===== src/charge_weighted_flow_vector_top_defines.svh =====
// Assertion helpers shared by the flow vector RTL.
// Each macro expects clk and rst_n in scope; checks are off while in reset.
`ifndef CHARGE_WEIGHTED_FLOW_VECTOR_TOP_DEFINES_SVH
`define CHARGE_WEIGHTED_FLOW_VECTOR_TOP_DEFINES_SVH

// Same-cycle implication
`define CWFV_ASSERT_IMP(name, ante, cons, msg) \
    name: assert property (@(posedge clk) disable iff (!rst_n) (ante) |-> (cons)) \
        else $error(msg);

// Next-cycle implication
`define CWFV_ASSERT_NEXT(name, ante, cons, msg) \
    name: assert property (@(posedge clk) disable iff (!rst_n) (ante) |=> (cons)) \
        else $error(msg);

`endif


===== src/cwfv_pkg.sv =====
`default_nettype none

package cwfv_pkg;

    // Field and accumulator widths
    localparam int CHAN_W  = 6;
    localparam int CHG_W   = 12;
    localparam int SUM_W   = 34;
    localparam int TOT_W   = 18;
    localparam int TRIG_W  = 16;
    localparam int Q_W     = 16;

    // Event queue between front and back
    localparam int QUEUE_DEPTH = 4;
    localparam int QPTR_W      = $clog2(QUEUE_DEPTH);
    localparam int QCNT_W      = $clog2(QUEUE_DEPTH + 1);

    // One channel hit request
    typedef struct packed {
        logic [CHAN_W-1:0] channel;
        logic [CHG_W-1:0]  charge;
        logic              last;
    } in_t;

    // One normalized flow vector
    typedef struct packed {
        logic signed [Q_W-1:0] q_x;
        logic signed [Q_W-1:0] q_y;
        logic                  empty_res;
    } out_t;

    // Finished event sums handed from front to back
    typedef struct packed {
        logic [SUM_W-1:0] sum_cos;
        logic [SUM_W-1:0] sum_sin;
        logic [TOT_W-1:0] total;
    } evt_t;

    // Queue status seen by both sides
    typedef struct packed {
        logic [QCNT_W-1:0] count;
        logic              empty;
    } qstat_t;

    // cos(n*pi/8) in Q1.15, 1.0 clipped to 32767
    localparam logic signed [TRIG_W-1:0] COS_TAB [16] = '{
        16'sd32767,  16'sd30274,  16'sd23170,  16'sd12540,
        16'sd0,     -16'sd12540, -16'sd23170, -16'sd30274,
        16'h8000,   -16'sd30274, -16'sd23170, -16'sd12540,
        16'sd0,      16'sd12540,  16'sd23170,  16'sd30274
    };

    // Inner rings: channel mod 8 to sector
    localparam logic [2:0] INNER_SECTOR [8] = '{
        3'd5, 3'd4, 3'd3, 3'd2, 3'd6, 3'd7, 3'd0, 3'd1
    };

    // Outer ring: channel - 32 to sector
    localparam logic [3:0] OUTER_SECTOR [16] = '{
        4'd11, 4'd9,  4'd7, 4'd5, 4'd13, 4'd15, 4'd1, 4'd3,
        4'd10, 4'd8,  4'd6, 4'd4, 4'd12, 4'd14, 4'd0, 4'd2
    };

    // 2*phi as a multiple of pi/8
    function automatic logic [3:0] angle_index(logic [CHAN_W-1:0] ch);
        logic [2:0] isec;
        logic [3:0] osec;
        logic [3:0] n;
        isec = INNER_SECTOR[ch[2:0]];
        osec = OUTER_SECTOR[ch[3:0]];
        if (ch < 6'd32)
            n = {isec[1:0], 2'b10};
        else if (ch < 6'd48)
            n = {osec[2:0], 1'b1};
        else
            n = 4'd1;  // out-of-range channel acts as outer sector 0
        return n;
    endfunction

endpackage

`default_nettype wire


===== src/cwfv_front.sv =====
`default_nettype none

module cwfv_front #(
    parameter int CHARGE_BITS = 12
) (
    input  wire                 clk,
    input  wire                 rst_n,
    input  wire                 hit_valid,
    output logic                hit_stall,
    input  cwfv_pkg::in_t       hit,
    input  cwfv_pkg::qstat_t    qstat,
    output logic                push,
    output cwfv_pkg::evt_t      evt
);
    import cwfv_pkg::*;

    // Charge bits kept from the ADC word
    localparam int KEEP_BITS = (CHARGE_BITS < CHG_W) ? CHARGE_BITS : CHG_W;
    localparam logic [CHG_W:0] MASK_WIDE = (CHG_W + 1)'((33'd1 << KEEP_BITS) - 33'd1);
    localparam logic [CHG_W-1:0] CHG_MASK = MASK_WIDE[CHG_W-1:0];
    localparam int PROD_W = TRIG_W + CHG_W + 1;

    logic                     take;
    logic [3:0]               ang;
    logic [3:0]               ang_sin;

    // Stage 1: table lookup
    logic                     s1_valid_reg;
    logic                     s1_last_reg;
    logic signed [TRIG_W-1:0] s1_cos_reg;
    logic signed [TRIG_W-1:0] s1_sin_reg;
    logic [CHG_W-1:0]         s1_chg_reg;

    // Stage 2: weighted products
    logic                     s2_valid_reg;
    logic                     s2_last_reg;
    logic signed [PROD_W-1:0] s2_prod_c_reg;
    logic signed [PROD_W-1:0] s2_prod_s_reg;
    logic [CHG_W-1:0]         s2_chg_reg;
    logic signed [PROD_W-1:0] prod_c_next;
    logic signed [PROD_W-1:0] prod_s_next;

    // Event accumulators
    logic [SUM_W-1:0]         acc_cos_reg;
    logic [SUM_W-1:0]         acc_sin_reg;
    logic [TOT_W-1:0]         acc_tot_reg;
    logic [SUM_W-1:0]         acc_cos_next;
    logic [SUM_W-1:0]         acc_sin_next;
    logic [TOT_W-1:0]         acc_tot_next;
    logic [SUM_W-1:0]         sum_c;
    logic [SUM_W-1:0]         sum_s;
    logic [TOT_W-1:0]         sum_t;

    logic [1:0]               inflight;

    // Hold off requests while the queue could overflow with events in flight
    always_comb
    begin
        inflight  = {1'b0, s1_valid_reg & s1_last_reg} + {1'b0, s2_valid_reg & s2_last_reg};
        hit_stall = (4'(qstat.count) + 4'(inflight)) >= 4'(QUEUE_DEPTH);
        take      = hit_valid && !hit_stall;
        ang       = angle_index(hit.channel);
        ang_sin   = ang + 4'd12;
    end

    always_ff @(posedge clk or negedge rst_n)
    begin
        if (!rst_n)
        begin
            s1_valid_reg <= 1'b0;
            s2_valid_reg <= 1'b0;
        end
        else
        begin
            s1_valid_reg <= take;
            s2_valid_reg <= s1_valid_reg;
        end
    end

    // Stage 1 payload
    always_ff @(posedge clk)
    begin
        if (take)
        begin
            s1_last_reg <= hit.last;
            s1_cos_reg  <= COS_TAB[ang];
            s1_sin_reg  <= COS_TAB[ang_sin];
            s1_chg_reg  <= hit.charge & CHG_MASK;
        end
    end

    // Stage 2 payload: one multiplier per component
    always_comb
    begin
        prod_c_next = s1_cos_reg * $signed({1'b0, s1_chg_reg});
        prod_s_next = s1_sin_reg * $signed({1'b0, s1_chg_reg});
    end

    always_ff @(posedge clk)
    begin
        if (s1_valid_reg)
        begin
            s2_last_reg   <= s1_last_reg;
            s2_prod_c_reg <= prod_c_next;
            s2_prod_s_reg <= prod_s_next;
            s2_chg_reg    <= s1_chg_reg;
        end
    end

    // Accumulate; the last hit pushes the sums and clears for the next event
    always_comb
    begin
        sum_c = acc_cos_reg + SUM_W'(s2_prod_c_reg);
        sum_s = acc_sin_reg + SUM_W'(s2_prod_s_reg);
        sum_t = acc_tot_reg + TOT_W'(s2_chg_reg);
        acc_cos_next = acc_cos_reg;
        acc_sin_next = acc_sin_reg;
        acc_tot_next = acc_tot_reg;
        if (s2_valid_reg)
        begin
            if (s2_last_reg)
            begin
                acc_cos_next = '0;
                acc_sin_next = '0;
                acc_tot_next = '0;
            end
            else
            begin
                acc_cos_next = sum_c;
                acc_sin_next = sum_s;
                acc_tot_next = sum_t;
            end
        end
        push        = s2_valid_reg && s2_last_reg;
        evt.sum_cos = sum_c;
        evt.sum_sin = sum_s;
        evt.total   = sum_t;
    end

    always_ff @(posedge clk or negedge rst_n)
    begin
        if (!rst_n)
        begin
            acc_cos_reg <= '0;
            acc_sin_reg <= '0;
            acc_tot_reg <= '0;
        end
        else
        begin
            acc_cos_reg <= acc_cos_next;
            acc_sin_reg <= acc_sin_next;
            acc_tot_reg <= acc_tot_next;
        end
    end

endmodule

`default_nettype wire


===== src/cwfv_queue.sv =====
`default_nettype none
`include "charge_weighted_flow_vector_top_defines.svh"

module cwfv_queue (
    input  wire                 clk,
    input  wire                 rst_n,
    input  wire                 push,
    input  cwfv_pkg::evt_t      evt,
    input  wire                 pop,
    output cwfv_pkg::evt_t      head,
    output cwfv_pkg::qstat_t    qstat
);
    import cwfv_pkg::*;

    evt_t              mem_reg [QUEUE_DEPTH];
    logic [QPTR_W-1:0] wr_ptr_reg;
    logic [QPTR_W-1:0] rd_ptr_reg;
    logic [QCNT_W-1:0] count_reg;
    logic [QPTR_W-1:0] wr_ptr_next;
    logic [QPTR_W-1:0] rd_ptr_next;
    logic [QCNT_W-1:0] count_next;

    // Pointer and fill count update
    always_comb
    begin
        wr_ptr_next = push ? wr_ptr_reg + 1'b1 : wr_ptr_reg;
        rd_ptr_next = pop ? rd_ptr_reg + 1'b1 : rd_ptr_reg;
        count_next  = count_reg;
        if (push && !pop)
            count_next = count_reg + 1'b1;
        else if (pop && !push)
            count_next = count_reg - 1'b1;
        head        = mem_reg[rd_ptr_reg];
        qstat.count = count_reg;
        qstat.empty = (count_reg == '0);
    end

    always_ff @(posedge clk or negedge rst_n)
    begin
        if (!rst_n)
        begin
            wr_ptr_reg <= '0;
            rd_ptr_reg <= '0;
            count_reg  <= '0;
        end
        else
        begin
            wr_ptr_reg <= wr_ptr_next;
            rd_ptr_reg <= rd_ptr_next;
            count_reg  <= count_next;
        end
    end

    // Event storage
    always_ff @(posedge clk)
    begin
        if (push)
            mem_reg[wr_ptr_reg] <= evt;
    end

    // Front must reserve room for every event still in its pipeline
    `CWFV_ASSERT_IMP(a_no_push_full, push, count_reg != QCNT_W'(QUEUE_DEPTH), "event pushed into full queue")
    `CWFV_ASSERT_IMP(a_no_pop_empty, pop, count_reg != '0, "event popped from empty queue")
    `CWFV_ASSERT_NEXT(a_count_up, push && !pop, count_reg == $past(count_reg) + 1'b1, "queue count lost a push")
    `CWFV_ASSERT_IMP(a_ptr_match, count_reg == '0, wr_ptr_reg == rd_ptr_reg, "pointers disagree on empty queue")

endmodule

`default_nettype wire


===== src/cwfv_back.sv =====
`default_nettype none

module cwfv_back (
    input  wire                 clk,
    input  wire                 rst_n,
    input  cwfv_pkg::evt_t      head,
    input  cwfv_pkg::qstat_t    qstat,
    output logic                pop,
    output logic                res_valid,
    input  wire                 res_stall,
    output cwfv_pkg::out_t      res
);
    import cwfv_pkg::*;

    localparam int NUM_W     = SUM_W + 1;   // 2*|sum| + total
    localparam int DIV_W     = TOT_W + 1;   // 2*total
    localparam int REM_W     = DIV_W + 1;
    localparam int DIV_STEPS = NUM_W;
    localparam int CNT_W     = $clog2(DIV_STEPS);

    typedef enum logic [2:0] {
        ST_IDLE = 3'b001,
        ST_DIV  = 3'b010,
        ST_DONE = 3'b100
    } state_t;

    state_t           state_reg, state_next;
    logic             comp_reg, comp_next;          // 0: cosine, 1: sine
    logic [CNT_W-1:0] cnt_reg, cnt_next;
    logic [NUM_W-1:0] num_reg, num_next;            // dividend, shifts into quotient
    logic [REM_W-1:0] rem_reg, rem_next;
    logic [DIV_W-1:0] div_reg, div_next;
    logic             neg_reg, neg_next;
    logic [SUM_W-1:0] sin_sum_reg, sin_sum_next;
    logic [Q_W-1:0]   qx_reg, qx_next;
    logic [Q_W-1:0]   qy_reg, qy_next;
    logic             empty_reg, empty_next;
    logic             res_valid_reg, res_valid_next;
    out_t             res_reg, res_next;

    logic [REM_W-1:0] rem_sh;
    logic             ge;
    logic [REM_W-1:0] rem_step;
    logic [NUM_W-1:0] num_step;
    logic [Q_W-1:0]   q_sat;

    // Rounded dividend: 2*|sum| + total
    function automatic logic [NUM_W-1:0] div_num(logic [SUM_W-1:0] s, logic [TOT_W-1:0] t);
        logic [SUM_W-1:0] mag;
        mag = s[SUM_W-1] ? (~s + 1'b1) : s;
        return {mag, 1'b0} + NUM_W'(t);
    endfunction

    // Clip the quotient magnitude to Q1.15 and apply the sign
    function automatic logic [Q_W-1:0] sat_q(logic [NUM_W-1:0] q, logic neg);
        logic [Q_W-1:0] r;
        if (neg)
        begin
            if (q >= NUM_W'(32768))
                r = 16'h8000;
            else
                r = ~q[Q_W-1:0] + 1'b1;
        end
        else
        begin
            if (q >= NUM_W'(32767))
                r = 16'h7FFF;
            else
                r = q[Q_W-1:0];
        end
        return r;
    endfunction

    // One restoring division step
    always_comb
    begin
        rem_sh   = {rem_reg[REM_W-2:0], num_reg[NUM_W-1]};
        ge       = rem_sh >= {1'b0, div_reg};
        rem_step = ge ? rem_sh - {1'b0, div_reg} : rem_sh;
        num_step = {num_reg[NUM_W-2:0], ge};
        q_sat    = sat_q(num_step, neg_reg);
    end

    // Sequencer: pop an event, divide cosine then sine (none for an empty event), hand to output register
    always_comb
    begin
        state_next     = state_reg;
        comp_next      = comp_reg;
        cnt_next       = cnt_reg;
        num_next       = num_reg;
        rem_next       = rem_reg;
        div_next       = div_reg;
        neg_next       = neg_reg;
        sin_sum_next   = sin_sum_reg;
        qx_next        = qx_reg;
        qy_next        = qy_reg;
        empty_next     = empty_reg;
        res_valid_next = res_valid_reg && res_stall;
        res_next       = res_reg;
        pop            = 1'b0;

        case (state_reg)
            ST_IDLE:
            begin
                if (!qstat.empty)
                begin
                    pop          = 1'b1;
                    empty_next   = (head.total == '0);
                    sin_sum_next = head.sum_sin;
                    div_next     = {head.total, 1'b0};
                    num_next     = div_num(head.sum_cos, head.total);
                    neg_next     = head.sum_cos[SUM_W-1];
                    rem_next     = '0;
                    cnt_next     = '0;
                    comp_next    = 1'b0;
                    if (head.total == '0)
                    begin
                        qx_next    = '0;
                        qy_next    = '0;
                        state_next = ST_DONE;
                    end
                    else
                    begin
                        state_next = ST_DIV;
                    end
                end
            end
            ST_DIV:
            begin
                rem_next = rem_step;
                num_next = num_step;
                cnt_next = cnt_reg + 1'b1;
                if (cnt_reg == CNT_W'(DIV_STEPS - 1))
                begin
                    if (!comp_reg)
                    begin
                        qx_next   = q_sat;
                        comp_next = 1'b1;
                        num_next  = div_num(sin_sum_reg, div_reg[DIV_W-1:1]);
                        neg_next  = sin_sum_reg[SUM_W-1];
                        rem_next  = '0;
                        cnt_next  = '0;
                    end
                    else
                    begin
                        qy_next    = q_sat;
                        state_next = ST_DONE;
                    end
                end
            end
            ST_DONE:
            begin
                if (!res_valid_reg || !res_stall)
                begin
                    res_valid_next     = 1'b1;
                    res_next.q_x       = qx_reg;
                    res_next.q_y       = qy_reg;
                    res_next.empty_res = empty_reg;
                    state_next         = ST_IDLE;
                end
            end
            default:
            begin
                state_next = ST_IDLE;
            end
        endcase
    end

    always_ff @(posedge clk or negedge rst_n)
    begin
        if (!rst_n)
        begin
            state_reg     <= ST_IDLE;
            res_valid_reg <= 1'b0;
            comp_reg      <= 1'b0;
            cnt_reg       <= '0;
        end
        else
        begin
            state_reg     <= state_next;
            res_valid_reg <= res_valid_next;
            comp_reg      <= comp_next;
            cnt_reg       <= cnt_next;
        end
    end

    // Datapath registers
    always_ff @(posedge clk)
    begin
        num_reg     <= num_next;
        rem_reg     <= rem_next;
        div_reg     <= div_next;
        neg_reg     <= neg_next;
        sin_sum_reg <= sin_sum_next;
        qx_reg      <= qx_next;
        qy_reg      <= qy_next;
        empty_reg   <= empty_next;
        res_reg     <= res_next;
    end

    assign res_valid = res_valid_reg;
    assign res       = res_reg;

endmodule

`default_nettype wire


===== src/charge_weighted_flow_vector_top.sv =====
// Throughput: one hit request per cycle when not stalled; events queue up to four deep.
// An event's result follows its last hit through the lookup and product stages,
// the queue, a pop, 2 x 35 divider steps and 1 output register; res_stall can hold it.
// The shared one-bit-per-cycle divider runs cosine then sine; an empty event skips it.
// Reset: asynchronous, active low; clears accumulators, queue and sequencer.
`default_nettype none

module charge_weighted_flow_vector_top #(
    parameter int CHARGE_BITS = 12
) (
    input  wire                 clk,
    input  wire                 rst_n,
    input  wire                 hit_valid,
    output logic                hit_stall,
    input  cwfv_pkg::in_t       hit,
    output logic                res_valid,
    input  wire                 res_stall,
    output cwfv_pkg::out_t      res
);
    import cwfv_pkg::*;

    logic   push;
    logic   pop;
    evt_t   evt;
    evt_t   head;
    qstat_t qstat;

    // Hit intake and accumulation
    cwfv_front #(
        .CHARGE_BITS (CHARGE_BITS)
    ) u_front (
        .clk       (clk),
        .rst_n     (rst_n),
        .hit_valid (hit_valid),
        .hit_stall (hit_stall),
        .hit       (hit),
        .qstat     (qstat),
        .push      (push),
        .evt       (evt)
    );

    // Finished events awaiting normalization
    cwfv_queue u_queue (
        .clk   (clk),
        .rst_n (rst_n),
        .push  (push),
        .evt   (evt),
        .pop   (pop),
        .head  (head),
        .qstat (qstat)
    );

    // Normalization and result output
    cwfv_back u_back (
        .clk       (clk),
        .rst_n     (rst_n),
        .head      (head),
        .qstat     (qstat),
        .pop       (pop),
        .res_valid (res_valid),
        .res_stall (res_stall),
        .res       (res)
    );

endmodule

`default_nettype wire

===== config.mk =====
export PLATFORM = sky130hd
export DESIGN_NAME = charge_weighted_flow_vector_top
export DESIGN_NICKNAME = d
export VERILOG_FILES = /design/src/cwfv_pkg.sv /design/src/cwfv_front.sv /design/src/cwfv_queue.sv /design/src/cwfv_back.sv /design/src/charge_weighted_flow_vector_top.sv
export VERILOG_INCLUDE_DIRS = /design/src /design/src/src
export SDC_FILE = /design/constraint.sdc
export NUM_CORES = 2
export LEC_CHECK = 0
export ABC_CLOCK_PERIOD_IN_PS = 12600
export BUFFER_PORTS_ARGS = -buffer_cell sky130_fd_sc_hd__buf_2
export CAP_MARGIN = 20
export CORE_UTILIZATION = 40
export DETAILED_ROUTE_END_ITERATION = 6
export PLACE_DENSITY = 0.56
export SETUP_SLACK_MARGIN = 0.15
export SLEW_MARGIN = 20
export SYNTH_ARGS = -nofsm -noshare
export SYNTH_HDL_FRONTEND = slang
export SYNTH_SLANG_ARGS = --single-unit

===== constraint.sdc =====
create_clock -name clk -period 12.6 [get_ports clk]
set_clock_uncertainty 0.2 [all_clocks]
set_input_delay 2.52 -clock clk [delete_from_list [all_inputs] [get_ports clk]]
set_output_delay 2.52 -clock clk [all_outputs]
set_load 0.01 [all_outputs]

==> run_results.csv <==
group,metric,value,unit
critical_path,slowest_stage,"edfxtp_1",
yosys,ys_warn_count,0,
detailed_routing,postRouteAntennaNets,0,
global_routing,antenna_found_initial,1,
critical_path,critical_path.max_fanout,26,
status,status,"finished clean",
global_routing,grt_usage,18.1,%
detailed_routing,drtPass1Iterations,5,
critical_path,reg2reg_slack,5.36,ns
critical_path,end_kind,"flip-flop",
critical_path,crit_type,"flip-flop to flip-flop",
cells_and_area,area_growth_syn_to_layout,10.0,%
cts,clk_latency,0.67,ns
critical_path,startpoint,"u_front.s1_chg_reg[2]",
timing,worstMarginPinSlew,1.07,ns
job,max_cap_viol_count,0,
floorplan,std_cell_rows,128,
hold_path,min_delay_path_depth,0,
yosys,synthFlopType,"edfxtp_1",
cells_and_area,multi_input_area,25200,um^2
cells_and_area,fill_cells,11500,
yosys,syn-cell-area,49500,um^2
timing,tns,0,ns
yosys,synth_area_per_cell,11.6,um^2
floorplan,io_pins,58,
placed_design,place_congestion,0.853,
cts,clock_sink_count,731,
floorplan,start_util,40.5,%
critical_path,crit_path_frequent_cell,"fa_1",
critical_path,cp-start-kind,"flip-flop",
yosys,syn_inst,4266,
cts,numCtsBuffers,83,
yosys,synth.area.top_cells,"edfxtp_1, fa_1, ha_1, dfrtp_1, inv_1",
detailed_routing,wl,112,mm
cells_and_area,seqCellArea,21400,um^2
yosys,synth-seq-cells,731,
global_routing,grt_pass1_wl,179,mm
timing,hold_viol,0,
critical_path,reg2reg_depth,22,
critical_path,crit_chain,"and2_1, fa_1, inv_1, fa_1, inv_1, fa_1, fa_1, inv_1, fa_1, inv_1, ha_1, a21o_1, a21oi_1, o22ai_1, a211oi_1, o2bb2ai_1, o21ai_0, o41a_1, a211oi_1, o21ai_0, a21oi_1, xnor2_1",
cts,clockBufferDepth,3,
yosys,synth_top_area_cell,"edfxtp_1",
cts,cts_hold_buf,0,
detailed_routing,vias_per_cell,5.24,
detailed_routing,drc,0,
critical_path,timing.rr.end,"u_front.s2_prod_s_reg[28]",
hold_path,min_to,"u_back.res[12]",
yosys,synth_top_area_share,37.9,%
timing,relSlewSlack,27.9,%
floorplan,die_w,354,um
timing,rsz0062_at_grt,"false",
placed_design,hpwl,83.1,mm
cells_and_area,drive_above_1_share,8.38,%
cts,cts-root-buf,"clkbuf_16",
timing,slew_viol_final,0,
timing,fin_crit_sh,57.5,%
yosys,post-synth-top-count-cell,"inv_1",
global_routing,grt_pass1_vias,32200,
global_routing,grt_max_degree,84,
yosys,synth_edf_count,625,
floorplan,die_h,354,um
cells_and_area,fin_nets,4966,
timing,max_freq,138,MHz
critical_path,reg2reg_from,"u_front.s1_chg_reg[2]",
global_routing,grt-ovfl-total,0,
cells_and_area,largest_reg_flops,344,
critical_path,cp.required,12.78,ns
cts,cts_resized,0,
cts,post_cts_buffers,0,
yosys,synth_commonest_cells,"inv_1, edfxtp_1, fa_1, nand2_1, ha_1",
timing,fin_crit,7.24,ns
floorplan,core,122000,um^2
timing,setup_viol,0,
yosys,ys_types,98,
detailed_routing,vias,31400,
cts,cts_tree,"done",
cts,htreeDepth,3,
yosys,seq_area_frac_synth,43.2,%
cts,clkSlewWorstSetupHoldPaths,0.06,ns
critical_path,cp.arrival,7.42,ns
detailed_routing,drtIter0Drc,2122,
placed_design,portBuffers,57,
floorplan,die_area,125000,um^2
hold_path,holdCritPathClass,"flip-flop to flip-flop",
detailed_routing,wl_per_cell,18.7,um
critical_path,cp_slowest_stage_delay,0.73,ns
hold_path,hp-start,"u_back.qy_reg[11]",
yosys,async_reset_ff_share,14.5,%
==> placed cells by master (no fill, tap or decap), types with 13 or more instances in the layout <==
| cell | netlist | final |
|---|---|---|
| a211oi_1 | 29 | 29 |
| a21o_1 | 52 | 52 |
| a21oi_1 | 193 | 192 |
| a22o_1 | 73 | 73 |
| a31oi_1 | 23 | 23 |
| and2_1 | 167 | 167 |
| and3_1 | 27 | 23 |
| buf_2 | 10 | 56 |
| buf_4 | 1 | 35 |
| clkbuf_1 | 120 | 14 |
| clkbuf_16 | 0 | 83 |
| clkinv_2 | 0 | 17 |
| dfrtp_1 | 105 | 102 |
| edfxtp_1 | 625 | 625 |
| fa_1 | 352 | 352 |
| ha_1 | 290 | 290 |
| inv_1 | 640 | 638 |
| mux4_2 | 78 | 78 |
| nand2_1 | 319 | 319 |
| nand2b_1 | 33 | 32 |
| nand3_1 | 61 | 61 |
| nand4_1 | 21 | 21 |
| nor2_1 | 194 | 192 |
| nor2b_1 | 31 | 30 |
| nor3_1 | 53 | 53 |
| nor4_1 | 21 | 21 |
| o21a_1 | 34 | 34 |
| o21ai_0 | 125 | 125 |
| o21bai_1 | 36 | 36 |
| o31ai_1 | 17 | 17 |
| o41ai_1 | 13 | 13 |
| or3_1 | 22 | 22 |
| or4_1 | 14 | 14 |
| xnor2_1 | 191 | 191 |
| xor2_1 | 84 | 84 |
==> layout make-up <==
cell class              instances  area share (%)
multi-input cells            2751            46.2
clock inverters                45            1.08
flip-flops and latches        731            39.3
well taps                    1625            3.73
repair buffers                 93            1.04
inverters                     641            4.41
clock buffers                 109            4.21
diodes                          2         0.00918
==> worst max-delay path by stage <==
stage / cells past startpoint / to
final: 22 / u_front.s2_prod_s_reg[28]
after global routing: 23 / u_front.s2_prod_c_reg[26]
after CTS: 22 / u_front.s2_prod_s_reg[28]
after detailed placement: 22 / u_front.s2_prod_s_reg[28]
after global placement: 22 / u_front.s2_prod_s_reg[28]
after floorplan: 24 / u_front.s2_prod_s_reg[28]
==> worst max-delay path, delay by kind of cell, from the launching register on <==
kind            cells  cell delay (ns)
fa+ha+maj           6             2.93
xor+xnor            1             0.09
simple gates        1             0.32
compound gates     10             2.52
flops               1             0.73
buf+inv             4             0.21
==> kinds of logic (layout without fill, tap and decap cells) <==
group / Yosys count / in the layout / synth area share, %
AO/OA/AOI/OAI: 718 / 718 / 9.77
XOR/XNOR: 276 / 276 / 4.92
adder cells (fa/ha/maj): 642 / 642 / 21.5
buffers and inverters: 785 / 888 / 6.06
flip-flops: 731 / 731 / 43.2
multiplexers: 100 / 100 / 4.23
other: 1 / 4 / 0.00757
AND/OR/NAND/NOR: 1013 / 1013 / 10.2
==> per-layer routing <==
| metal | track usage [%] | vias to the layer above | routed length, um | part of all wire, % |
|---|---|---|---|---|
| li1 | - | 14900 | - | - |
| met3 | 2.30 | 173 | 4110 | 3.7 |
| met2 | 30.2 | 606 | 53900 | 48 |
| met5 | 0 | - | 13 | 0.012 |
| met4 | 5.81 | 2 | 3670 | 3.3 |
| met1 | 24.5 | 15800 | 50700 | 45 |
==> per-stage QoR <==
stage	utilization (%)	instance area (um^2)	hold WS, ns	instances	setup slack (ns)
global placement	42.2	51600	0.200	5839	5.41
finish	44.5	54500	0.216	5997	5.36
floorplan	-	49600	0.200	4267	6.02
detailed placement	42.2	51600	0.205	5839	5.34
global route	44.5	54500	0.225	5995	4.74
CTS	44.5	54500	0.216	5993	5.31
Power is not shown: default switching activity piles up to over one toggle a cycle in this logic, so the estimate is an artifact.
